==> src/design/sbbeq_pkg.sv <==
// ----------------------------------------------------------------------------
// Seven-band equalizer package
// Widths, shared types and the fixed coefficient tables of the band filters.
// ----------------------------------------------------------------------------
package sbbeq_pkg;

  localparam int NumBands = 7;
  localparam int BandW    = 3;
  localparam int WordW    = 32;
  localparam int ProdW    = 64;
  localparam int LevelW   = 4;
  localparam int MeterW   = 3;
  localparam int SampleW  = 12;
  localparam int EnergyW  = 63;
  localparam int CfgIdxW  = 3;
  localparam int CfgDataW = 4;
  localparam int FracBits = 10;

  typedef logic [BandW-1:0]        band_idx_t;
  typedef logic signed [WordW-1:0] word_t;
  typedef logic signed [ProdW-1:0] prod_t;

  localparam band_idx_t LastBand = band_idx_t'(NumBands - 1);

  // Register index of the meter select; lower indexes are band levels
  localparam logic [CfgIdxW-1:0] CfgMeterBand = CfgIdxW'(NumBands);

  // Write request into the delay store
  typedef struct packed {
    logic      we;
    band_idx_t band;
    word_t     d1;
    word_t     d2;
  } delay_wr_t;

  // First feedback coefficient per band
  function automatic word_t fb_one_coef(input band_idx_t b);
    word_t c;
    unique case (b)
      3'd0:    c = -32'sd2029;
      3'd1:    c = -32'sd2011;
      3'd2:    c = -32'sd1970;
      3'd3:    c = -32'sd1878;
      3'd4:    c = -32'sd1660;
      3'd5:    c = -32'sd1115;
      3'd6:    c = 32'sd141;
      default: c = '0;
    endcase
    return c;
  endfunction

  // Second feedback coefficient per band
  function automatic word_t fb_two_coef(input band_idx_t b);
    word_t c;
    unique case (b)
      3'd0:    c = 32'sd1006;
      3'd1:    c = 32'sd988;
      3'd2:    c = 32'sd955;
      3'd3:    c = 32'sd890;
      3'd4:    c = 32'sd772;
      3'd5:    c = 32'sd569;
      3'd6:    c = 32'sd239;
      default: c = '0;
    endcase
    return c;
  endfunction

  // Fixed band gain
  function automatic word_t band_gain_coef(input band_idx_t b);
    word_t c;
    unique case (b)
      3'd0:    c = 32'sd8;
      3'd1:    c = 32'sd17;
      3'd2:    c = 32'sd34;
      3'd3:    c = 32'sd66;
      3'd4:    c = 32'sd125;
      3'd5:    c = 32'sd227;
      3'd6:    c = 32'sd392;
      default: c = '0;
    endcase
    return c;
  endfunction

  // Attenuation step gain, step 0 is unity in Q10
  function automatic word_t level_gain_coef(input logic [LevelW-1:0] l);
    word_t c;
    unique case (l)
      4'd0:  c = 32'sd1024;
      4'd1:  c = 32'sd790;
      4'd2:  c = 32'sd610;
      4'd3:  c = 32'sd471;
      4'd4:  c = 32'sd364;
      4'd5:  c = 32'sd281;
      4'd6:  c = 32'sd217;
      4'd7:  c = 32'sd167;
      4'd8:  c = 32'sd129;
      4'd9:  c = 32'sd99;
      4'd10: c = 32'sd77;
      4'd11: c = 32'sd59;
      4'd12: c = 32'sd46;
      4'd13: c = 32'sd35;
      4'd14: c = 32'sd27;
      4'd15: c = 32'sd21;
    endcase
    return c;
  endfunction

endpackage

==> src/design/sbbeq_mult.sv <==
// ----------------------------------------------------------------------------
// Shared multiplier
// One signed 32x32 multiplier with a registered 64-bit product.
// ----------------------------------------------------------------------------
module sbbeq_mult (
  input  logic           clk,
  input  logic           en,
  input  sbbeq_pkg::word_t a,
  input  sbbeq_pkg::word_t b,
  output sbbeq_pkg::prod_t prod
);
  import sbbeq_pkg::*;

  // Capture the product; hold it when idle
  always_ff @(posedge clk) begin
    if (en) begin
      prod <= prod_t'(a) * prod_t'(b);
    end
  end

endmodule

==> src/design/sbbeq_delay.sv <==
// ----------------------------------------------------------------------------
// Band delay store
// Both delay taps of the seven band sections, one band read and written.
// ----------------------------------------------------------------------------
module sbbeq_delay (
  input  logic                  clk,
  input  logic                  rst,
  input  sbbeq_pkg::band_idx_t  band,
  input  sbbeq_pkg::delay_wr_t  wr,
  output sbbeq_pkg::word_t      h1,
  output sbbeq_pkg::word_t      h2
);
  import sbbeq_pkg::*;

  word_t delay_one [NumBands];
  word_t delay_two [NumBands];

  // Clear on reset, update one band per write
  always_ff @(posedge clk) begin
    if (rst) begin
      for (int i = 0; i < NumBands; i++) begin
        delay_one[i] <= '0;
        delay_two[i] <= '0;
      end
    end else if (wr.we) begin
      delay_one[wr.band] <= wr.d1;
      delay_two[wr.band] <= wr.d2;
    end
  end

  // Read the band in work
  assign h1 = delay_one[band];
  assign h2 = delay_two[band];

endmodule

==> src/design/seven_band_biquad_equalizer.sv <==
// ----------------------------------------------------------------------------
// Seven-band biquad equalizer
// Runs each sample through seven Q10 bandpass sections on one shared
// multiplier, scales, sums and halves the bands, and squares the metered band.
// ----------------------------------------------------------------------------
//
//   channel   signals                                    direction
//   sample    sample_valid, sample_ready, sample         in
//   result    result_valid, result_ready,                out
//             equalized, energy_term
//   config    cfg_we, cfg_index, cfg_data                in
//
// From acceptance, each of the seven bands passes the first and second
// feedback, update, gain, level and accumulate steps on the one multiplier;
// then the metered band is squared and the result loaded. The next sample is
// taken in the cycle after the load. The sample port is ready only in idle; a
// result waiting in the output register stalls only the load of the next one.
// Reset clears the band delays, the levels, the meter select and result_valid.
//
module seven_band_biquad_equalizer (
  input  logic                               clk,
  input  logic                               rst,
  input  logic                               sample_valid,
  output logic                               sample_ready,
  input  logic [sbbeq_pkg::SampleW-1:0]      sample,
  output logic                               result_valid,
  input  logic                               result_ready,
  output logic signed [sbbeq_pkg::WordW-1:0] equalized,
  output logic [sbbeq_pkg::EnergyW-1:0]      energy_term,
  input  logic                               cfg_we,
  input  logic [sbbeq_pkg::CfgIdxW-1:0]      cfg_index,
  input  logic [sbbeq_pkg::CfgDataW-1:0]     cfg_data
);
  import sbbeq_pkg::*;

  typedef enum logic [8:0] {
    S_IDLE  = 9'b000000001,
    S_FB1   = 9'b000000010,
    S_FB2   = 9'b000000100,
    S_UPD   = 9'b000001000,
    S_GAIN  = 9'b000010000,
    S_LEVEL = 9'b000100000,
    S_ACC   = 9'b001000000,
    S_SQR   = 9'b010000000,
    S_DONE  = 9'b100000000
  } state_t;

  state_t               state, state_next;
  band_idx_t            band;
  logic [SampleW-1:0]   x_reg;
  word_t                t_reg;
  word_t                tmp_reg;
  word_t                sum_reg;
  word_t                meter_scaled;
  logic [LevelW-1:0]    levels [NumBands];
  logic [MeterW-1:0]    meter;

  logic                 mul_en;
  word_t                mul_a, mul_b;
  prod_t                prod;
  word_t                prod_lo, prod_asr;
  word_t                h1, h2;
  word_t                x_q10, s_full, s_two;
  delay_wr_t            delay_wr;
  logic                 load_out;

  sbbeq_mult u_mult (
    .clk  (clk),
    .en   (mul_en),
    .a    (mul_a),
    .b    (mul_b),
    .prod (prod)
  );

  sbbeq_delay u_delay (
    .clk  (clk),
    .rst  (rst),
    .band (band),
    .wr   (delay_wr),
    .h1   (h1),
    .h2   (h2)
  );

  // Datapath around the product
  assign prod_lo  = prod[WordW-1:0];
  assign prod_asr = prod_lo >>> FracBits;
  assign x_q10    = word_t'({x_reg, {FracBits{1'b0}}});
  assign s_full   = t_reg - prod_lo;
  assign s_two    = s_full - (h2 <<< FracBits);

  // New delay taps of the band in work
  assign delay_wr.we   = (state == S_UPD);
  assign delay_wr.band = band;
  assign delay_wr.d1   = s_full >>> FracBits;
  assign delay_wr.d2   = h1;

  assign sample_ready = (state == S_IDLE);
  assign load_out     = (state == S_DONE) && (!result_valid || result_ready);

  // Sequence the shared multiplier
  always_comb begin
    state_next = state;
    mul_en     = 1'b0;
    mul_a      = '0;
    mul_b      = '0;
    unique case (state)
      S_IDLE: begin
        if (sample_valid) state_next = S_FB1;
      end
      S_FB1: begin
        mul_en     = 1'b1;
        mul_a      = fb_one_coef(band);
        mul_b      = h1;
        state_next = S_FB2;
      end
      S_FB2: begin
        mul_en     = 1'b1;
        mul_a      = fb_two_coef(band);
        mul_b      = h2;
        state_next = S_UPD;
      end
      S_UPD: begin
        state_next = S_GAIN;
      end
      S_GAIN: begin
        mul_en     = 1'b1;
        mul_a      = band_gain_coef(band);
        mul_b      = tmp_reg;
        state_next = S_LEVEL;
      end
      S_LEVEL: begin
        mul_en     = 1'b1;
        mul_a      = level_gain_coef(levels[band]);
        mul_b      = prod_asr;
        state_next = S_ACC;
      end
      S_ACC: begin
        state_next = (band == LastBand) ? S_SQR : S_FB1;
      end
      S_SQR: begin
        mul_en     = 1'b1;
        mul_a      = meter_scaled;
        mul_b      = meter_scaled;
        state_next = S_DONE;
      end
      S_DONE: begin
        if (load_out) state_next = S_IDLE;
      end
      default: state_next = S_IDLE;
    endcase
  end

  // Advance the state
  always_ff @(posedge clk) begin
    if (rst) begin
      state <= S_IDLE;
    end else begin
      state <= state_next;
    end
  end

  // Hold the working values of the item
  always_ff @(posedge clk) begin
    if (rst) begin
      band <= '0;
    end else begin
      unique case (state)
        S_IDLE: begin
          if (sample_valid) begin
            x_reg        <= sample;
            band         <= '0;
            sum_reg      <= '0;
            meter_scaled <= '0;
          end
        end
        S_FB2: t_reg   <= x_q10 - prod_lo;
        S_UPD: tmp_reg <= s_two >>> FracBits;
        S_ACC: begin
          sum_reg <= sum_reg + prod_asr;
          if (band == meter) meter_scaled <= prod_asr;
          if (band != LastBand) band <= band + 3'd1;
        end
        default: ;
      endcase
    end
  end

  // Output register, drop valid when taken
  always_ff @(posedge clk) begin
    if (rst) begin
      result_valid <= 1'b0;
    end else if (load_out) begin
      result_valid <= 1'b1;
    end else if (result_ready) begin
      result_valid <= 1'b0;
    end
  end

  always_ff @(posedge clk) begin
    if (load_out) begin
      equalized   <= sum_reg >>> 1;
      energy_term <= prod[EnergyW-1:0];
    end
  end

  // Configuration writes
  always_ff @(posedge clk) begin
    if (rst) begin
      meter <= '0;
      for (int i = 0; i < NumBands; i++) levels[i] <= '0;
    end else if (cfg_we) begin
      if (cfg_index == CfgMeterBand) begin
        meter <= cfg_data[MeterW-1:0];
      end else begin
        levels[cfg_index] <= cfg_data;
      end
    end
  end

endmodule

==> config.mk <==
export PLATFORM = sky130hd
export DESIGN_NAME = seven_band_biquad_equalizer
export DESIGN_NICKNAME = d
export VERILOG_FILES = /design/src/design/sbbeq_pkg.sv /design/src/design/sbbeq_mult.sv /design/src/design/sbbeq_delay.sv /design/src/design/seven_band_biquad_equalizer.sv
export SDC_FILE = /design/constraint.sdc
export NUM_CORES = 2
export LEC_CHECK = 0
export ABC_AREA = 1
export BUFFER_PORTS_ARGS = -buffer_cell sky130_fd_sc_hd__buf_2
export CORE_MARGIN = 3
export CORE_UTILIZATION = 57
export CTS_CLUSTER_SIZE = 14
export DETAILED_ROUTE_END_ITERATION = 8
export PLACE_DENSITY = 0.78
export SYNTH_ARGS = -nofsm -noshare
export SYNTH_HDL_FRONTEND = slang
export SYNTH_SLANG_ARGS = --single-unit
==> constraint.sdc <==
create_clock -name clk -period 21 [get_ports clk]
set_clock_uncertainty 0.2 [all_clocks]
set_input_delay 2.1 -clock clk [delete_from_list [all_inputs] [get_ports clk]]
set_output_delay 2.1 -clock clk [all_outputs]
set_load 0.01 [all_outputs]
==> run metrics <==
Synth Area per Inst 9.04 sq um; Yosys warning total 0; minimum clock period between 10 and 15 ns; Syn Inst Count 6675; drt first pass iters 6; Die X approximately 330 um; nets between 7000 and 8000; Slew @ Worst Pin about 1.2 ns; hold endpoint energy_term[37]; root buf cell clkbuf_16; Final Cycle Share a little over half; Relative slew margins between 20% and 30%; Clk pwr share between 20% and 30%; Slowest-stage cell, CP fa_1; Slew Viols, Final 0; switching part of the total approximately 39%; Max VDD drop 0.000196 V; Comb power frac 34.0%; CTS H-tree depth 3; crit path kind reg -> reg; P&R area growth vs syn 7.32%; Most used DFF post-synth edfxtp_1; Via Count between 40000 and 50000; power density over the cells 71.0 nW/um^2; die area 110000 sq um; register area share after synthesis 32.7%; Max stage delay on crit path ~1.1 ns; post-cts resize count 0; Hold Path Class reg -> reg; asr flop ratio synth 0%; Hold WS 0.220 ns; Crit path required time approximately 21 ns; wire per inst around 22 um; Clock Tree Buf Depth 3; R2R depth 33; Inserted Clock Buffers 73; Worst setup EP type flip-flop; setup slack, reg-to-reg slightly below 10 ns; unrepaired setup endpoints after global routing no; Static Leak around 0.030 uW; CP most frequent cell fa_1; vias in the first global route 48400; Util after Layout a little over 60%; Max-Cap Viols 0; setup repair bufs after CTS 0; clock slew at the register clock pins of the worst setup and hold paths roughly 0.06 ns; starting DRC count in detailed routing roughly 4900; hold-fix buffers at CTS 0; global-route wire length before repair 281000 um; layout cell share with drive strength beyond 1 6.26%; initial antenna violation count 1; DRC viols 0; Synth Cell Area 60300 sq um; final hold violation count 0; Synth Register Bits 680; Final ANT Viol Nets 0; Die Y around 330 um; Final setup viols 0; core area ~100000 sq um; GRT Util Overall around a third; CTS sink cnt 680; final estimated routing congestion in global placement approximately 1.1; largest net degree at the start of global routing 98; Worst Hold Depth 0; drt total wl 184000 um; Starting Density 57.9%; number of enable flip-flop cells after synthesis 613; number of port buffers 120; I/O pin count 121; Setup crit start kind flip-flop; # rows approximately 120; CP Data Arrival Time between 10 and 15 ns; Final HPWL DP ~140000 um; top flop regs u_delay.delay_one: 176 flops, u_delay.delay_two: 176 flops; CP Max Fanout between 90 and 100; internal power 2800 uW; grt ovf 0; R2R Path End u_mult.prod[56]; post-synthesis cell type count 66; hold_sp u_mult.prod[37]; via-per-instance ratio around 5.8; sequential share of power 36.3%; status complete, no violations; CTS tree yes; clk_lat worst skew roughly 0.68 ns; highest clock rate a little under 0.09 GHz; sw power approximately 1800 uW; TNS Setup 0 ns
[metal layers]
layer  up-vias  global-route usage, %  wire, um
met5         -                      0        13
met3       667                   7.09     18300
met2      2556                   54.1     86500
met1     23200                   41.6     66400
li1      21100                      -         -
met4         2                   19.1     12400
[power by group through the flow]
stage                     Clock [uW]  Combinational [uW]  Sequential [uW]
final                           1370                1560             1670
after global routing            1430                1680             1670
after CTS                       1370                1520             1670
after detailed placement           0                1500             1690
after global placement             0                1490             1690
after floorplan                    0                 997             1670
[cells in the final DEF, fill, tap and decap left out, types with 7 or more instances in the layout]
cell type and n:
inv_1 1332, nand2_1 1104, nor2_1 857, fa_1 752
edfxtp_1 613, o21ai_0 331, a21oi_1 294, ha_1 289
nand3_1 178, buf_2 120, xor2_1 85, nor3_1 74
clkbuf_16 73, buf_4 68, dfxtp_1 64, o21ai_1 59
o22ai_1 50, inv_2 47, xnor2_1 31, o21bai_1 29
nand4_1 28, a31oi_1 27, a21o_1 26, clkbuf_1 21
o211ai_1 20, o221ai_1 18, nand2_2 16, nor4_1 16
nor2_2 11, a221oi_1 10, o21a_1 8, clkinv_2 8
bufinv_16 8, nand3b_1 7, nand3_2 7, clkbuf_8 7
[Yosys cell counts, drive strengths merged (3+ instances only)]
library cell,count,area [sq um]
a211oi,5,37.5
xnor2,31,272
xor2,85,744
a21boi,7,52.6
or2,6,37.5
a21oi,298,1510
nand2,1122,4250
buf,141,822
o21ai,402,2060
o2111ai,4,35.0
inv,1379,5180
dfxtp,67,1340
edfxtp,613,18400
o221ai,19,173
nand4,28,175
o21bai,29,218
a221oi,10,87.6
nor3b,3,22.5
nand3b,7,52.6
mux2i,3,42.5
fa,752,15100
nor2,872,3330
nand3,185,951
o21a,9,68.8
o211ai,21,171
clkbuf,72,273
a21o,26,195
o22ai,50,313
nor4,17,106
nor3,80,432
ha,289,3620
a31oi,27,169
[how the worst max path moves through the flow]
stage / startpoint / endpoint / cells after the start
after global placement: flip-flop / u_mult.prod[56] / 33
after global routing: flip-flop / u_mult.prod[60] / 35
after floorplan: result_ready / energy_term[0] / 2
after detailed placement: flip-flop / u_mult.prod[56] / 33
final: flip-flop / u_mult.prod[56] / 33
after CTS: flip-flop / u_mult.prod[56] / 33
[metrics by stage]
stage / setup WS (ns) / std cells / area [sq um] / total power, uW
finish: 9.70 / 8169 / 64700 / 4600
global route: 8.89 / 8168 / 64700 / 4780
CTS: 9.75 / 8168 / 64700 / 4550
detailed placement: 9.82 / 8033 / 62200 / 3200
global placement: 9.93 / 8033 / 62200 / 3180
floorplan: 8.94 / 6678 / 60300 / 2660
[final cells by class]
type                            instances  area [sq um]
Clock buffer                          101          2000
Antenna cell                            1          2.50
Multi-Input combinational cell       4404         34400
Clock inverter                         34           551
Timing Repair Buffer                  188          1110
Sequential cell                       680         19800
Fill cell                            8783         39500
Inverter                             1381          5190
Tap cell                             1380          1730
[logic make-up after synthesis]
kind of cell	synth area share (%)
multiplexers	0.0705
AND/OR/NAND/NOR	15.6
AO/OA/AOI/OAI	8.55
buffers and inverters	10.4
adder cells (fa/ha/maj)	31.0
flip-flops	32.7
other	0.00622
XOR/XNOR	1.68
[worst max-delay path, delay by kind of cell, from the launching register on]
kind,cells,cell delay [ns]
compound gates,4,0.61
buf+inv,9,2.37
simple gates,11,1.57
fa+ha+maj,9,5.51
flops,1,0.69
Power figures use the tool's default switching activity.
